[src/design/dq_pkg.sv]
// ----------------------------------------------------------------------------
// dq_pkg: shared types and constants of the double-ended queue
// Opcodes, status codes, row commands and the control bundle that the
// controller broadcasts to every storage cell.
// ----------------------------------------------------------------------------
package dq_pkg;

   // Capacity and derived widths
   localparam int DEPTH      = 128;
   localparam int IDX_W      = $clog2(DEPTH);
   localparam int CNT_W      = $clog2(DEPTH + 1);
   localparam int WORD_W     = 32;
   localparam int OPCODE_W   = 3;
   localparam int STATUS_W   = 2;
   localparam int COUNT_W    = 8;

   // Command opcodes
   typedef enum logic [OPCODE_W-1:0] {
      OP_PUSH_FRONT = 3'd0,
      OP_PUSH_BACK  = 3'd1,
      OP_POP_FRONT  = 3'd2,
      OP_POP_BACK   = 3'd3,
      OP_PEEK_FRONT = 3'd4,
      OP_PEEK_BACK  = 3'd5
   } opcode_type;

   // Response status codes
   localparam logic [STATUS_W-1:0] ST_OK       = 2'd0;
   localparam logic [STATUS_W-1:0] ST_OVERFLOW = 2'd1;
   localparam logic [STATUS_W-1:0] ST_EMPTY    = 2'd2;

   // What one row of cells does in a cycle
   typedef enum logic [1:0] {
      ROW_HOLD,        // keep contents
      ROW_SHIFT_UP,    // take the lower neighbor, cell 0 takes the new word
      ROW_SHIFT_DOWN,  // take the upper neighbor
      ROW_WRITE_AT     // the cell at the fill position takes the new word
   } row_op_type;

   // Broadcast from the controller to all cells
   typedef struct packed {
      row_op_type               front_op;
      row_op_type               back_op;
      logic signed [WORD_W-1:0] value;
   } cell_ctrl_type;

endpackage

[src/design/dq_ctrl.sv]
// ----------------------------------------------------------------------------
// dq_ctrl: command decode, entry count and response register
// Turns each accepted command into row commands for the cell chain, keeps
// the occupancy and registers the one-cycle response.
// ----------------------------------------------------------------------------
module dq_ctrl (
   input  logic                                clock,
   input  logic                                reset,
   input  logic                                accept,
   input  logic [dq_pkg::OPCODE_W-1:0]         opcode,
   input  logic signed [dq_pkg::WORD_W-1:0]    push_value,
   input  logic signed [dq_pkg::WORD_W-1:0]    front_head,
   input  logic signed [dq_pkg::WORD_W-1:0]    back_head,
   output dq_pkg::cell_ctrl_type               cell_ctrl,
   output logic [dq_pkg::CNT_W-1:0]            occupancy,
   output logic                                rsp_strobe,
   output logic signed [dq_pkg::WORD_W-1:0]    rsp_data_out,
   output logic [dq_pkg::STATUS_W-1:0]         rsp_status,
   output logic                                rsp_empty_flag,
   output logic [dq_pkg::COUNT_W-1:0]          rsp_entry_count
);

   logic [dq_pkg::CNT_W-1:0]         occ_ff, occ_in;
   logic                             strobe_ff;
   logic signed [dq_pkg::WORD_W-1:0] data_ff, data_in;
   logic [dq_pkg::STATUS_W-1:0]      status_ff, status_in;
   logic                             empty_ff;
   logic [dq_pkg::COUNT_W-1:0]       count_ff;
   logic                             is_full;
   logic                             no_entries;

   assign is_full    = (occ_ff == dq_pkg::CNT_W'(dq_pkg::DEPTH));
   assign no_entries = (occ_ff == '0);

   // command decode
   always_comb begin
      cell_ctrl.front_op = dq_pkg::ROW_HOLD;
      cell_ctrl.back_op  = dq_pkg::ROW_HOLD;
      cell_ctrl.value    = push_value;
      occ_in             = occ_ff;
      data_in            = '0;
      status_in          = dq_pkg::ST_OK;
      if (accept) begin
         unique case (opcode)
            dq_pkg::OP_PUSH_FRONT: begin
               if (is_full) begin
                  status_in = dq_pkg::ST_OVERFLOW;
               end else begin
                  cell_ctrl.front_op = dq_pkg::ROW_SHIFT_UP;
                  cell_ctrl.back_op  = dq_pkg::ROW_WRITE_AT;
                  occ_in             = occ_ff + dq_pkg::CNT_W'(1);
               end
            end
            dq_pkg::OP_PUSH_BACK: begin
               if (is_full) begin
                  status_in = dq_pkg::ST_OVERFLOW;
               end else begin
                  cell_ctrl.front_op = dq_pkg::ROW_WRITE_AT;
                  cell_ctrl.back_op  = dq_pkg::ROW_SHIFT_UP;
                  occ_in             = occ_ff + dq_pkg::CNT_W'(1);
               end
            end
            dq_pkg::OP_POP_FRONT: begin
               if (no_entries) begin
                  data_in   = '1;
                  status_in = dq_pkg::ST_EMPTY;
               end else begin
                  data_in            = front_head;
                  cell_ctrl.front_op = dq_pkg::ROW_SHIFT_DOWN;
                  occ_in             = occ_ff - dq_pkg::CNT_W'(1);
               end
            end
            dq_pkg::OP_POP_BACK: begin
               if (no_entries) begin
                  data_in   = '1;
                  status_in = dq_pkg::ST_EMPTY;
               end else begin
                  data_in           = back_head;
                  cell_ctrl.back_op = dq_pkg::ROW_SHIFT_DOWN;
                  occ_in            = occ_ff - dq_pkg::CNT_W'(1);
               end
            end
            dq_pkg::OP_PEEK_FRONT: begin
               if (no_entries) begin
                  data_in   = '1;
                  status_in = dq_pkg::ST_EMPTY;
               end else begin
                  data_in = front_head;
               end
            end
            dq_pkg::OP_PEEK_BACK: begin
               if (no_entries) begin
                  data_in   = '1;
                  status_in = dq_pkg::ST_EMPTY;
               end else begin
                  data_in = back_head;
               end
            end
            default: begin
               // unused opcodes: no operation, plain ok response
            end
         endcase
      end
   end

   // control state
   always_ff @(posedge clock) begin
      if (reset) begin
         occ_ff    <= '0;
         strobe_ff <= 1'b0;
      end else begin
         occ_ff    <= occ_in;
         strobe_ff <= accept;
      end
   end

   // response payload
   always_ff @(posedge clock) begin
      data_ff   <= data_in;
      status_ff <= status_in;
      empty_ff  <= (occ_in == '0);
      count_ff  <= dq_pkg::COUNT_W'(occ_in);
   end

   assign occupancy       = occ_ff;
   assign rsp_strobe      = strobe_ff;
   assign rsp_data_out    = data_ff;
   assign rsp_status      = status_ff;
   assign rsp_empty_flag  = empty_ff;
   assign rsp_entry_count = count_ff;

endmodule

[config.mk]
export PLATFORM = sky130hd
export DESIGN_NAME = dq_ctrl
export DESIGN_NICKNAME = d
export VERILOG_FILES = /design/src/design/dq_pkg.sv /design/src/design/dq_ctrl.sv
export SDC_FILE = /design/constraint.sdc
export NUM_CORES = 1
export LEC_CHECK = 0
export BUFFER_PORTS_ARGS = -buffer_cell sky130_fd_sc_hd__clkbuf_2
export CORE_UTILIZATION = 25
export DETAILED_ROUTE_END_ITERATION = 10
export GPL_ROUTABILITY_DRIVEN = 1
export PLACE_DENSITY = 0.56
export REMOVE_ABC_BUFFERS = 1
export SLEW_MARGIN = 20
export SYNTH_ARGS = -nofsm -noshare
export SYNTH_HDL_FRONTEND = slang
export SYNTH_SLANG_ARGS = --single-unit
export TNS_END_PERCENT = 20
[constraint.sdc]
create_clock -name clock -period 5.8 [get_ports clock]
set_input_delay 0.58 -clock clock [delete_from_list [all_inputs] [get_ports clock]]
set_output_delay 0.58 -clock clock [all_outputs]
set_load 0.01 [all_outputs]
**Word level (Yosys, flattened, before mapping)**

Cells that the tools add are included.

- Register bits after elaboration: 52
- Logic and storage cells: 38
- Input bits: 102
- Output and inout bits: 88

- Mux-type cells: 16
- Eq/ne operators: 6
- Reductions and logical operators: 8
- Add/subtract/negate cells: 2

Operator list:

| operator | count |
|---|---|
| 2-to-1 mux 32 bit | 2 |
| one-hot mux 32 bit (2 select lines) | 1 |
| 2-to-1 mux 8 bit | 3 |
| logical NOT 8 bit | 2 |
| one-hot mux 8 bit (2 select lines) | 1 |
| one-hot mux 2 bit (3 select lines) | 2 |
| adder 8 x 1 -> 8 bit, second input constant | 1 |
| equality test 8 bit, second input constant | 1 |
| 2-to-1 mux 4 bit | 2 |
| OR reduction 2 bit | 4 |
| subtractor 8 x 1 -> 8 bit, second input constant | 1 |
| equality test 3 x 2 -> 1 bit, second input constant | 2 |
| equality test 3 bit, second input constant | 2 |
| 2-to-1 mux 2 bit | 2 |
| one-hot mux 2 bit (2 select lines) | 1 |
| OR reduction 4 bit | 1 |
| equality test 3 x 1 -> 1 bit, second input constant | 1 |
| logical NOT 3 bit | 1 |
| 2-to-1 mux 3 bit | 1 |
| 2-to-1 mux 1 bit | 1 |

**Depth between registers and ports, before layout**

- Depth in word-level cells: 5
- Gate-level depth with buffers: 8
- Depth with buffers taken out: 8

**Worst setup path after synthesis**

No wires, ideal clock.

- Kind: register to output
- Start point: reg occ_ff (netlist bit occupancy[0])
- End point: out cell_ctrl[35] (netlist bit)
- Arrival: 1.735 ns
- Buffers on the path: 0
- Cell stages (with the launch flop): 7
- Setup slack: 3.485 ns
- Required time: 5.220 ns
- Path through: dfxtp_1 inv_1 ha_1 and2b_2 a311oi_2 a21oi_1 nor2_1

RTL lines:

| element | line | text |
|---|---|---|
| start: declaration | dq_ctrl.sv:23 | `logic [dq_pkg::CNT_W-1:0] occ_ff, occ_in;` |
| start signal: assignment | dq_ctrl.sv:112 | `occ_ff <= occ_in;` |
| end: declaration | dq_ctrl.sv:14 | `output dq_pkg::cell_ctrl_type cell_ctrl,` |

==> metrics.md <==
| Metric | Value |
|---|---|
| DRC | `0` |
| Core area | `9860 sq um` |
| Starting DRT DRC Count | `118` |
| CP arrival | `2.36 ns` |
| # clock sinks | `52` |
| Final min period | `2.94 ns` |
| Antenna diodes | `0` |
| Number of synthesized flops with an enable pin | `0` |
| I/O Buffers | `125` |
| Crit Path Max Fanout | `6` |
| Worst-path cell with the longest stage delay | `a311oi_2` |
| Vias in the first global route | `1874` |
| Final Hold Fails | `0` |
| Routed WL | `7.65 mm` |
| Area Growth Syn to Fin | `22.2%` |
| Clk root buf | `clkbuf_8` |
| Initial core utilization | `26.0%` |
| Worst-path cell chain | `inv_1 -> ha_1 -> and2b_2 -> a311oi_2 -> a21oi_1 -> nor2_1 -> clkbuf_2` |
| H-tree levels | `2` |
| Startpoint types | `flop` |
| Final Setup Violations | `0` |
| Slowest stage delay, CP | `0.52 ns` |
| Worst hold-check path type | `in -> reg` |
| Syn. warnings | `0` |
| Run status | `finished, final reports clean` |
| Fin area | `3130 sq um` |
| Via count | `2235` |
| Worst-Margin Slew | `0.737 ns` |
| Inst Count DP | `481` |
| GPL Wtd Cong | `0.830` |
| Layout cells sized above 1 | `43.5%` |
| Final HPWL from detailed placement | `5.84 mm` |
| Sequential share of the synthesized area | `40.6%` |
| CTS max path bufs | `2` |
| Fin nets | `460` |
| Skew final | `0.00767 ns` |
| Cell Area, Placed | `3030 sq um` |
| CTS resizes | `0` |
| Core Rows | `36` |
| Final Slew Violations | `0` |
| Mapped Area | `2560 sq um` |
| Tcrit/Tclk final | `50.7%` |
| Post-CTS Setup Inserts | `0` |
| Asr flop ratio synth | `0%` |
| Distinct cells, synth | `51` |
| CP endpoint kind | `primary output` |
| Crit path max-delay family | `compound AO/OA/AOI/OAI gates` |
| Most used DFF post-synth | `dfxtp_1` |
| Worst R2R Setup Slack | `3.12 ns` |
| Cell Pwr Density | `266 nW/um^2` |
| Routed Antenna Nets | `0` |
| Die height | `103 um` |
| Worst path required time | `5.22 ns` |
| Clock Pin Slew Worst Setup and Hold Paths | `0.11 ns` |
| Die Wd | `103 um` |
| Final Non-Filler Cells | `489` |
| IR drop worst, VDD | `0.114 mV` |
| CTS tree | `built` |
| Slew margin rel. | `50.8%` |
| Total negative slack | `0 ns` |
| Largest net degree at the start of global routing | `37` |
| Detailed-route wire length per cell | `15.6 um` |
| Initial antenna violation count | `0` |
| # IOs | `190` |
| Layout Utilization | `31.7%` |
| DR pass1 iterations | `4` |
| Total Routing Usage GR | `13.6%` |
| FF+latch count, synth | `52` |
| Maximum clock rate | `340 MHz` |
| First-pass GRT wire length | `10.6 mm` |
| Worst skew pair latency | `0.31 ns` |
| Cts hold-fix bufs | `0` |
| Syn avg cell area | `9.45 sq um` |
| RSZ-0062 raised after global routing | `false` |
| LEAKAGE | `1.62 nW` |
| MaxCap Viol Count | `0` |
| Die area | `10700 sq um` |
| Mapped Cells | `271` |
| CTS Buf Count | `5` |
| Final Power | `0.831 mW` |
| WS Path Type | `reg -> out` |
| Routed vias/inst | `4.57` |
| Crit path buffers/inverters | `2` |
| Total global routing overflow | `0` |
worst register-to-register path, delay by kind of cell, from the launching register on:
family             cells  cell delay [ns]
DFF                    1             0.43
and+or+nand+nor        5             1.97
AOI/OAI and AO/OA      1             0.20
kinds of logic after synthesis:
logic type / after synthesis / synth area share, %
xor+xnor: 3 / 1.03
simple gates: 57 / 12.7
flops: 52 / 40.6
fa+ha+maj: 3 / 1.47
mux: 36 / 14.1
compound gates: 60 / 15.6
buf+inv: 60 / 14.4
sequential cells by signal, indices dropped and copies added (netlist names):
name and cells:
occupancy 8, rsp_data_out 32, rsp_empty_flag 1, rsp_entry_count 8, rsp_status 2, rsp_strobe 1
power by group:
| group | internal (mW) | switching (mW) | total [mW] |
|---|---|---|---|
| Sequential | 0.393 | 0.0147 | 0.408 |
| Clock | 0.0883 | 0.133 | 0.221 |
| Combinational | 0.0832 | 0.119 | 0.203 |
| Total | 0.564 | 0.267 | 0.831 |
stage by stage:
stage | worst slack (ns) | hold WS (ns)
final | 2.86 | 0.557
after global routing | 2.67 | 0.562
after CTS | 2.82 | 0.542
after detailed placement | 3.10 | 0.672
after global placement | 3.20 | 0.631
after floorplan | 3.49 | 0.621
synthesized netlist by cell type (all sizes together), types with 4 or more instances:
cell type	n	area share (%)
nand4	4	0.98
nand2	8	1.2
nand3	7	1.6
mux2i	35	14
clkbuf	11	2.0
nor2	18	2.6
a31oi	5	1.2
a21oi	36	7.0
dfxtp	52	41
nor2b	4	0.98
buf	37	10
inv	11	1.6
layer usage:
metal	track usage (%)	wire (um)
met1	15.9	3240
met3	9.61	1090
met2	19.7	3260
met5	2.40	0
met4	3.36	60
layout by cell type, fill, tap and decap left out, types with 5 or more instances in the layout:
| cell | count |
|---|---|
| clkbuf_2 | 125 |
| dfxtp_1 | 52 |
| a21oi_1 | 36 |
| mux2i_1 | 35 |
| nor2_1 | 18 |
| inv_1 | 11 |
| nand2_1 | 7 |
| nand3_1 | 6 |
| a31oi_1 | 5 |
| clkbuf_8 | 5 |
layout make-up:
cell class / instances / area, sq um
flip-flops and latches: 52 / 1040
inverters: 11 / 41.3
fillers: 1065 / 6740
well taps: 133 / 166
clock buffers: 5 / 68.8
clock inverters: 3 / 25.0
repair buffers: 126 / 633
multi-input cells: 159 / 1150
path summary, 6_finish.rpt:
check | depth (start not counted) | startpoint | to
min | 3 | front_head[21] | rsp_data_out[21]$_SDFF_PN0_
min reg2reg | 2 | occupancy[1]$_SDFF_PP0_ | rsp_entry_count[1]$_DFF_P_
max | 7 | occupancy[0]$_SDFF_PP0_ | cell_ctrl[35]
max reg2reg | 6 | occupancy[4]$_SDFF_PP0_ | rsp_empty_flag$_DFF_P_
Note: power is estimated with default switching activity, not from simulation.
