**config.mk**
```make
export PLATFORM = sky130hd
export DESIGN_NAME = dq_cell
export DESIGN_NICKNAME = d
export VERILOG_FILES = /design/src/design/dq_pkg.sv /design/src/design/dq_cell.sv
export SDC_FILE = /design/constraint.sdc
export NUM_CORES = 1
export LEC_CHECK = 0
export BUFFER_PORTS_ARGS = -buffer_cell sky130_fd_sc_hd__buf_2
export CAP_MARGIN = 30
export CORE_AREA = 3 3 93 95
export CTS_CLUSTER_DIAMETER = 120
export CTS_CLUSTER_SIZE = 10
export DETAILED_ROUTE_END_ITERATION = 8
export DIE_AREA = 0 0 96 98
export GPL_ROUTABILITY_DRIVEN = 0
export PLACE_DENSITY = 0.77
export SYNTH_ARGS = -nofsm -noshare
export SYNTH_HDL_FRONTEND = slang
export SYNTH_SLANG_ARGS = --single-unit
```
**constraint.sdc**
```tcl
create_clock -name clock -period 7.5 [get_ports clock]
set_input_delay 1.5 -clock clock [delete_from_list [all_inputs] [get_ports clock]]
set_output_delay 1.5 -clock clock [all_outputs]
set_load 0.02 [all_outputs]
```
**src/design/dq_pkg.sv**
```systemverilog
// ----------------------------------------------------------------------------
// dq_pkg: shared types and constants of the double-ended queue
// Opcodes, status codes, row commands and the control bundle that the
// controller broadcasts to every storage cell.
// ----------------------------------------------------------------------------
package dq_pkg;

   // Capacity and derived widths
   localparam int DEPTH      = 128;
   localparam int IDX_W      = $clog2(DEPTH);
   localparam int CNT_W      = $clog2(DEPTH + 1);
   localparam int WORD_W     = 32;
   localparam int OPCODE_W   = 3;
   localparam int STATUS_W   = 2;
   localparam int COUNT_W    = 8;

   // Command opcodes
   typedef enum logic [OPCODE_W-1:0] {
      OP_PUSH_FRONT = 3'd0,
      OP_PUSH_BACK  = 3'd1,
      OP_POP_FRONT  = 3'd2,
      OP_POP_BACK   = 3'd3,
      OP_PEEK_FRONT = 3'd4,
      OP_PEEK_BACK  = 3'd5
   } opcode_type;

   // Response status codes
   localparam logic [STATUS_W-1:0] ST_OK       = 2'd0;
   localparam logic [STATUS_W-1:0] ST_OVERFLOW = 2'd1;
   localparam logic [STATUS_W-1:0] ST_EMPTY    = 2'd2;

   // What one row of cells does in a cycle
   typedef enum logic [1:0] {
      ROW_HOLD,        // keep contents
      ROW_SHIFT_UP,    // take the lower neighbor, cell 0 takes the new word
      ROW_SHIFT_DOWN,  // take the upper neighbor
      ROW_WRITE_AT     // the cell at the fill position takes the new word
   } row_op_type;

   // Broadcast from the controller to all cells
   typedef struct packed {
      row_op_type               front_op;
      row_op_type               back_op;
      logic signed [WORD_W-1:0] value;
   } cell_ctrl_type;

endpackage

```
**src/design/dq_cell.sv**
```systemverilog
// ----------------------------------------------------------------------------
// dq_cell: one storage cell of the queue
// Holds the i-th word counted from the front and the i-th word counted from
// the back. Each cycle either word may hold, shift from a neighbor, or take
// the new word when this cell sits at the current fill position.
// ----------------------------------------------------------------------------
module dq_cell (
   input  logic                                clock,
   input  dq_pkg::cell_ctrl_type               ctrl,
   input  logic [dq_pkg::IDX_W-1:0]            index,
   input  logic [dq_pkg::CNT_W-1:0]            occupancy,
   input  logic signed [dq_pkg::WORD_W-1:0]    front_lower,
   input  logic signed [dq_pkg::WORD_W-1:0]    front_upper,
   input  logic signed [dq_pkg::WORD_W-1:0]    back_lower,
   input  logic signed [dq_pkg::WORD_W-1:0]    back_upper,
   output logic signed [dq_pkg::WORD_W-1:0]    front_word,
   output logic signed [dq_pkg::WORD_W-1:0]    back_word
);

   logic signed [dq_pkg::WORD_W-1:0] front_ff, front_in;
   logic signed [dq_pkg::WORD_W-1:0] back_ff, back_in;
   logic                             at_fill;

   // this cell is the first unused slot of both rows
   assign at_fill = (dq_pkg::CNT_W'(index) == occupancy);

   // next value of the front-ordered word
   always_comb begin
      unique case (ctrl.front_op)
         dq_pkg::ROW_SHIFT_UP:   front_in = front_lower;
         dq_pkg::ROW_SHIFT_DOWN: front_in = front_upper;
         dq_pkg::ROW_WRITE_AT:   front_in = at_fill ? ctrl.value : front_ff;
         default:                front_in = front_ff;
      endcase
   end

   // next value of the back-ordered word
   always_comb begin
      unique case (ctrl.back_op)
         dq_pkg::ROW_SHIFT_UP:   back_in = back_lower;
         dq_pkg::ROW_SHIFT_DOWN: back_in = back_upper;
         dq_pkg::ROW_WRITE_AT:   back_in = at_fill ? ctrl.value : back_ff;
         default:                back_in = back_ff;
      endcase
   end

   // payload storage, no reset
   always_ff @(posedge clock) begin
      front_ff <= front_in;
      back_ff  <= back_in;
   end

   assign front_word = front_ff;
   assign back_word  = back_ff;

endmodule

```
* Yosys cells after proc, flatten, opt, wreduce, memory -nomap -nowiden *
Index checks and enable logic that the tools add are counted.

word-level totals
  register bits = 64
  output and inout bits = 64

cells by class
  eq/ne operators = 9
  muxes and demuxes = 3
  reduce and logical (&&, ||, !) cells = 4

operator list
  kind                                                              number
  32-bit case mux with 3 select lines                               2
  32-bit two-way mux                                                1
  2-bit == test (second input constant)                             4
  7-bit by 8-bit == test with 1-bit output                          1
  3-bit nonzero test                                                2
  2-bit by 1-bit == test with 1-bit output (second input constant)  2
  2-bit inequality test (second input constant)                     2
  2-bit AND reduction                                               2

* Longest topological paths before layout *
Gate-level depths: netlist (run 1).

  depth in word-level cells = 3
  depth in mapped cells = 7

* Worst setup path after synthesis (run 1) *
No wires, ideal clock.

  path type = input port to flip-flop
  start = in ctrl[32] (netlist bit)
  end = reg back_ff, in the netlist back_word[0], enable pin
  setup time = 472 ps
  data arrival time = 4,357 ps
  data required time = 7,028 ps
  path slack = 2,671 ps
  stages on the path = 4
  path through = ha_1 -> buf_2 -> nand3b_1 -> o32ai_1

on the way
  word-level cells in the longest chain between the ends = 3
  elaborated cells on any way between the ends = 6
  those cells by class = eq/ne: 4; reduce/logical: 2

RTL lines
  element                                                                              RTL line       source
  start: declaration                                                                   dq_cell.sv:9   input dq_pkg::cell_ctrl_type ctrl,
  2-bit == test / 2-bit by 1-bit == test with 1-bit output (equally long branches)     dq_cell.sv:39  unique case (ctrl.back_op)
  2-bit inequality test (no source line) / 3-bit nonzero test (equally long branches)  n/a
  2-bit AND reduction (no source line) (*)                                             n/a
  end signal: assignment                                                               dq_cell.sv:50  back_ff <= back_in;
  end: declaration                                                                     dq_cell.sv:21  logic signed [dq_pkg::WORD_W-1:0] back_ff, back_in;

Mark *: on every way between the ends. The rest lies on a longest branch, timed or not.
A chain may end at the register's enable or synchronous reset.

* Final worst setup path (run 1) *
  start = in ctrl[33] (netlist bit)
  end = reg back_ff, in the netlist back_word[2], enable pin

The elaborated chain is that of the path after synthesis.

==> results of run 1 <==
## worst min path at each step
stage | end | slack [ps] | depth (start not counted)
finish | front_word[22] | 1430 | 3
global route | back_word[22] | 1420 | 3
CTS | back_word[29] | 1410 | 3
detailed placement | back_word[29] | 1770 | 3
global placement | back_word[22] | 1770 | 3
floorplan | back_word[0] | 1680 | 2
## stage by stage
stage               utilization [%]  power [mW]  hold slack (ps)  instance area (um^2)
floorplan                         -       0.621             1680                  3200
global placement               57.6       0.736             1770                  4500
detailed placement             57.6       0.743             1770                  4500
CTS                            59.8        1.02             1410                  4670
global route                   59.8        1.06             1420                  4670
finish                         59.8        1.01             1430                  4670
## cell type report
type,instances,area share (%)
Tap cell,102,2.73
Inverter,2,0.161
Multi-Input combinational cell,211,25.4
Clock buffer,10,2.73
Timing Repair Buffer,248,26.8
Clock inverter,5,1.04
Sequential cell,64,41.1
## cells by family (layout without fill, tap and decap cells)
group / after synthesis / count (layout)
flops: 64 / 64
buf+inv: 24 / 265
fa+ha+maj: 4 / 4
simple gates: 134 / 134
xor+xnor: 7 / 7
compound gates: 66 / 66
## cells in the final DEF (no fill, tap or decap)
cell type,n
inv_1,2
edfxtp_1,64
nand3b_1,2
clkbuf_8,9
clkbuf_1,1
bufinv_16,1
buf_2,243
ha_2,1
nor2_4,2
o32ai_4,2
clkinv_2,3
clkinv_1,1
buf_4,5
ha_1,3
a22oi_1,64
nand2_1,129
xnor2_2,1
nand4_1,1
xnor2_1,6
## worst max-delay path: cells and delay by family
| kind | cells | cell delay [ps] |
|---|---|---|
| compound gates | 1 | 250 |
| fa+ha+maj | 1 | 770 |
| buf+inv | 2 | 530 |
| simple gates | 1 | 250 |
## power breakdown
part	switching (mW)	internal, mW	total [mW]	leakage [nW]
registers	0.0126	0.458	0.470	0.608
clock network	0.126	0.149	0.275	0.0933
logic	0.165	0.0966	0.262	1.60
## per-layer routing
layer	track usage, %	vias up
met2	38.3	201
met1	24.3	1462
li1	-	1556
met4	10.5	0
met3	5.08	27
met5	0	-
## registers in the layout, summed over array words and instances, names as in the netlist
name / flops
front_word: 32
back_word: 32
==> results.json, run 1 <==
{
  "stdcell_count": 642,
  "cp-endpoint": "back_word[2]",
  "dp_slack_ps": 3800,
  "crit_path_top_delay_cell": "ha_1",
  "worst-path-max-fanout": 32,
  "syn-instance-count": 299,
  "ys.flop_type": "edfxtp_1",
  "wl_met3_mm": 1.03,
  "drc": 0,
  "synth_common_cells": "nand2_1 (129), a22oi_1 (64), edfxtp_1 (64)",
  "synth_fa_ha_area_share_pct": 1.56,
  "fill_cells": 703,
  "cts_resized": 0,
  "syn_nets": 483,
  "worst_ep_required_time_ps": 7470,
  "synth.distinct_cells": 13,
  "syn2layout_area_growth_pct": 46.0,
  "period_minus_slack_ps": 3360,
  "first_global_vias": 3281,
  "synth_top_area_share_pct": 60.1,
  "hpwl_mm": 8.10,
  "end_kind": "flop",
  "cp-start-kind": "primary input",
  "cts_tree": "done",
  "cpPeakStageDelay_ps": 770,
  "worst_slack_ps": 4140,
  "cts_hold_buffers": 0,
  "dr.pass1.iters": 4,
  "routed_wl_mm": 10.7,
  "multi_input_area_mm2": 0.00118,
  "drt-met1-wl_mm": 3.93,
  "grt_start_max_net_pins": 36,
  "dr.max_layer_used": "met4",
  "cts_buffers": 9,
  "p_leak_nw": 2.30,
  "synth_area_leader_cell": "edfxtp_1",
  "status": "finished, final reports clean",
  "worstHoldPathType": "primary input to flop",
  "fmax_ghz": 0.297,
  "synth_async_sr_flop_share_pct": 0,
  "ys_seq_area_share_pct": 60.1,
  "clk_path_buf_depth": 2,
  "grt_setup_unrepaired": "no",
  "drtAntennaViolNets": 0,
  "synth_seq_cells": 64,
  "ctsRootBufferMaster": "clkbuf_8",
  "avgSynthCellArea_um2": 10.7,
  "die_area_mm2": 0.00941,
  "yosysMostFrequentCell": "nand2_1",
  "routedWlPerCell_um": 16.7,
  "post_route_cells_drive_above_1_share_pct": 49.4,
  "core_mm2": 0.00781,
  "n_antenna_cell": 0,
  "num_vias": 3246,
  "synth.area.mux_share_pct": 0,
  "yosys_warnings": 0,
  "antenna_found_initial": 0,
  "synth_xor_area_share_pct": 2.15,
  "cts_setup_buffers": 0,
  "timing.slew.headroom_pct": 36.4,
  "period_share_pct": 44.8,
  "report.final.hold_viol_count": 0,
  "grt.total_usage_pct": 21.8,
  "grt_pass1_wl_mm": 15.6,
  "cts_sinks": 64,
  "gr-total-overflow": 0,
  "vias_per_cell": 5.06,
  "placedCellCount": 627,
  "seqCellArea_mm2": 0.00192,
  "crit_type": "primary input to flop",
  "first_iter_violations": 123,
  "dr_wl_met2_mm": 5.47,
  "htree_levels": 3,
  "start_util_pct": 41.0,
  "port_buffers": 243,
  "maxCapViolations": 0,
  "power.density_mw_per_mm2": 215,
  "startpoint": "ctrl[33]",
  "die_w_um": 96,
  "cp_data_arrival_time_ps": 3330,
  "synth-edff-count": 64,
  "min-delay-start": "front_lower[22]",
  "drv_slew": 0,
  "finalSetupViolCount": 0,
  "syn_area_mm2": 0.00320,
  "fin_nets": 720,
  "vdd_drop_max_v": 0.000101,
  "path_cells": "buf_2 > ha_1 > nand3b_1 > o32ai_4 > buf_4",
  "worstMarginPinSlew_ps": 954,
  "dieHeight_um": 98,
  "fin_tns_setup_ps": 0,
  "synth_compound_area_share_pct": 15.6,
  "synth.area.top_cells": "edfxtp_1 (60%), nand2_1 (15%), a22oi_1 (15%)",
  "clk_pin_slew_ps": 80,
  "synthSimpleGateAreaFrac_pct": 16.5,
  "synth_top_family_by_area": "simple AND/OR/NAND/NOR gates",
  "pin_count": 244,
  "rows": 32
}
No activity file was read; power rests on OpenSTA's default activity.
==> run 2, diff against run 1 <==
Settings changed: CORE_AREA 3 3 93 95 to default, CORE_MARGIN from default to 3, CORE_UTILIZATION from default to 40, DIE_AREA 0 0 96 98 to default.
Clock period 7.5 ns to 3.2 ns, I/O delays scaled along.
==> results.json, run 2 (same netlist as run 1, synthesis figures left out) <==
{
  "dieHeight_um": 95.4,
  "htree_levels": 3,
  "cp_data_arrival_time_ps": 2100,
  "routedWlPerCell_um": 16.9,
  "antenna_found_initial": 0,
  "post_route_cells_drive_above_1_share_pct": 49.5,
  "startpoint": "ctrl[32]",
  "dr.pass1.iters": 4,
  "grt.total_usage_pct": 22.7,
  "drc": 0,
  "cts_tree": "done",
  "final_common_cell": "buf_2",
  "end_kind": "flop",
  "path_cells": "buf_2 > ha_2 > buf_4 > nor2_4 > nand2_1 > nand2_1",
  "drv_slew": 0,
  "vdd_drop_max_v": 0.000303,
  "period_minus_slack_ps": 1910,
  "routed_wl_mm": 10.9,
  "maxCapViolations": 0,
  "num_vias": 3279,
  "p_leak_nw": 2.31,
  "fin_nets": 724,
  "start_util_pct": 42.7,
  "timing.slew.headroom_pct": 47.4,
  "grt_pass1_wl_mm": 15.5,
  "cp-start-kind": "primary input",
  "port_buffers": 243,
  "worstHoldPathType": "primary input to flop",
  "worst-path-max-fanout": 34,
  "cpLargestDelayFamily": "simple AND/OR/NAND/NOR gates",
  "die_area_mm2": 0.00911,
  "cts_resized": 0,
  "gr-total-overflow": 0,
  "fin_tns_setup_ps": 0,
  "worst_hold_slack_ps": 585,
  "finalSetupViolCount": 0,
  "report.final.hold_viol_count": 0,
  "dp_slack_ps": 920,
  "fin_util_pct": 62.5,
  "die_w_um": 95.4,
  "grt_setup_unrepaired": "no",
  "cp_common_cell": "nand2_1",
  "min-delay-start": "back_lower[19]",
  "vias_per_cell": 5.09,
  "hpwl_mm": 8.47,
  "fmax_ghz": 0.523,
  "cts_setup_buffers": 0,
  "stdcell_count": 644,
  "cts_sinks": 64,
  "placedCellCount": 628,
  "worst_ep_required_time_ps": 3380,
  "crit_type": "primary input to flop",
  "syn2layout_area_growth_pct": 46.2,
  "pin_count": 244,
  "cp_num_buf_inv": 2,
  "rows": 31,
  "core_mm2": 0.00749,
  "first_iter_violations": 101,
  "clk_path_buf_depth": 2,
  "worst_slack_ps": 1290,
  "power.density_mw_per_mm2": 489,
  "first_global_vias": 3368,
  "cts_hold_buffers": 0,
  "ctsRootBufferMaster": "clkbuf_8",
  "cts_buffers": 9,
  "clk_pin_slew_ps": 70,
  "placed_area_mm2": 0.00452,
  "grt_start_max_net_pins": 35,
  "layout_common_cells": "buf_2 (243), nand2_1 (129), a22oi_1 (64), edfxtp_1 (64)",
  "period_share_pct": 59.8,
  "drtAntennaViolNets": 0,
  "n_antenna_cell": 0,
  "cpPeakStageDelay_ps": 640,
  "fin_area_mm2": 0.00468,
  "worstMarginPinSlew_ps": 787,
  "status": "finished, final reports clean",
  "crit_path_top_delay_cell": "nor2_4",
  "total_power_mw": 2.29
}
-- run 2: cell count changes in the layout (fill, tap and decap cells not counted), sizes merged --
cell / change
buf: +4
bufinv: -1
clkbuf: +2
clkinv: -1
clkinvlp: +1
-- run 2: worst paths after layout --
check | endpoint | slack [ps] | depth (start not counted)
worst max-delay path | back_word[10] | 1290 | 6
worst min-delay path | back_word[19] | 580 | 3
-- run 2: area by class of cell --
class / instances / area (um^2)
Clock inverter: 4 / 21.3
Tap cell: 99 / 124
Clock buffer: 12 / 135
Inverter: 2 / 7.51
Multi-Input combinational cell: 211 / 1180
Timing Repair Buffer: 252 / 1280
Fill cell: 674 / 2810
Sequential cell: 64 / 1920
-- run 2: layer usage --
| layer | share of wire (%) | up-vias | wire, um | global-route usage [%] |
|---|---|---|---|---|
| met5 | 0 | - | 0 | 0 |
| met1 | 35 | 1479 | 3810 | 23.8 |
| met4 | 2.3 | 0 | 246 | 10.5 |
| met2 | 52 | 214 | 5690 | 42.2 |
| li1 | - | 1564 | - | - |
| met3 | 11 | 22 | 1150 | 5.76 |
-- run 2: power by group --
part / internal (mW) / switching (mW) / total (mW) / leakage (nW)
Sequential: 1.07 / 0.0315 / 1.10 / 0.608
Clock: 0.277 / 0.285 / 0.562 / 0.0778
Combinational: 0.230 / 0.393 / 0.623 / 1.62
Total: 1.58 / 0.710 / 2.29 / 2.31
==> run 3, diff against run 2 <==
Clock period 3.2 ns to 2 ns, I/O delays scaled along.
==> results.json, run 3 (same netlist as run 1, synthesis figures left out) <==
{
  "status": "finished, final reports clean",
  "period_share_pct": 75.2,
  "ctsRootBufferMaster": "clkbuf_8",
  "syn2layout_area_growth_pct": 48.7,
  "cts_resized": 0,
  "pin_count": 244,
  "cp_data_arrival_time_ps": 1690,
  "cts_tree": "done",
  "worst_slack_ps": 496,
  "grt.total_usage_pct": 23.0,
  "worst_ep_required_time_ps": 2180,
  "min-delay-start": "back_lower[30]",
  "antenna_found_initial": 0,
  "drv_slew": 0,
  "dp_slack_ps": 144,
  "cts_sinks": 64,
  "grt_setup_unrepaired": "no",
  "start_util_pct": 42.7,
  "layout_common_cells": "buf_2 (243), nand2_1 (129), a22oi_1 (64), edfxtp_1 (64), clkbuf_8 (9)",
  "core_mm2": 0.00749,
  "port_buffers": 243,
  "crit_type": "primary input to flop",
  "final_common_cell": "buf_2",
  "routedWlPerCell_um": 16.8,
  "worst_hold_slack_ps": 339,
  "maxCapViolations": 0,
  "htree_levels": 3,
  "cts_buffers": 9,
  "fin_area_mm2": 0.00476,
  "clk_pin_slew_ps": 70,
  "rows": 31,
  "holdPathStages": 3,
  "hold_path_end": "back_word[30]",
  "timing.slew.headroom_pct": 45.7,
  "report.final.hold_viol_count": 0,
  "grt_pass1_wl_mm": 15.6,
  "dr.pass1.iters": 4,
  "fin_nets": 724,
  "clk_path_buf_depth": 2,
  "first_global_vias": 3256,
  "end_kind": "flop",
  "worstMarginPinSlew_ps": 812,
  "n_antenna_cell": 0,
  "gr-total-overflow": 0,
  "period_minus_slack_ps": 1500,
  "worstHoldPathType": "primary input to flop",
  "die_w_um": 95.4,
  "grt_start_max_net_pins": 33,
  "die_area_mm2": 0.00911,
  "worst-path-max-fanout": 32,
  "fill_cells": 631,
  "p_leak_nw": 2.33,
  "finalSetupViolCount": 0,
  "seqCellArea_mm2": 0.00192,
  "cts_setup_buffers": 0,
  "drc": 0,
  "num_vias": 3313,
  "drtAntennaViolNets": 0,
  "vdd_drop_max_v": 0.000364,
  "first_iter_violations": 147,
  "power.density_mw_per_mm2": 795,
  "cts_hold_buffers": 0,
  "placed_area_mm2": 0.00458,
  "cp-start-kind": "primary input",
  "vias_per_cell": 5.16,
  "hpwl_mm": 8.23,
  "fin_util_pct": 63.5,
  "dieHeight_um": 95.4,
  "fmax_ghz": 0.665,
  "post_route_cells_drive_above_1_share_pct": 49.9,
  "multi_input_area_mm2": 0.00121,
  "routed_wl_mm": 10.8
}
-- run 3: how the worst max path moves through the flow --
| stage | startpoint | end | slack (ps) | cells after the start |
|---|---|---|---|---|
| global route | ctrl[32] | back_word[25] | 380 | 6 |
| finish | ctrl[32] | back_word[2] | 500 | 6 |
| CTS | ctrl[32] | back_word[8] | 490 | 6 |
| global placement | occupancy[6] | back_word[3] | 180 | 5 |
| detailed placement | ctrl[32] | back_word[8] | 140 | 6 |
| floorplan | ctrl[32] | back_word[0] | -70 | 4 |
-- run 3: report_power, final --
group | internal (mW) | switching, mW
registers | 1.72 | 0.0497
clock network | 0.551 | 0.446
logic | 0.386 | 0.631
total | 2.65 | 1.13
-- run 3: metal layers --
metal	global-route usage [%]	part of all wire (%)	vias up
met4	9.24	1.9	0
met2	42.0	52	189
met3	5.29	9.4	16
li1	-	-	1568
met1	25.8	36	1540
met5	0	0	-
-- run 3: per-stage QoR --
stage               total power [mW]  setup TNS [ps]  cells
finish                          3.78               0    642
global route                    3.96               0    642
CTS                             3.83               0    642
global placement                2.80               0    628
floorplan                       2.34           -4380    299
detailed placement              2.82               0    628
-- run 3: worst max-delay path, stage by stage --
cell and delay [ps]:
buf_2 120, inv_1 50, ha_1 230, nor2_4 660, nand2_1 130, nand2_1 110
-- run 3: cell type report --
type,count,share of cell area [%]
clock buffers,9,2.60
clock inverters,5,1.05
inverters,2,0.158
multi-input cells,211,25.4
flip-flops and latches,64,40.4
well taps,99,2.60
repair buffers,252,27.8
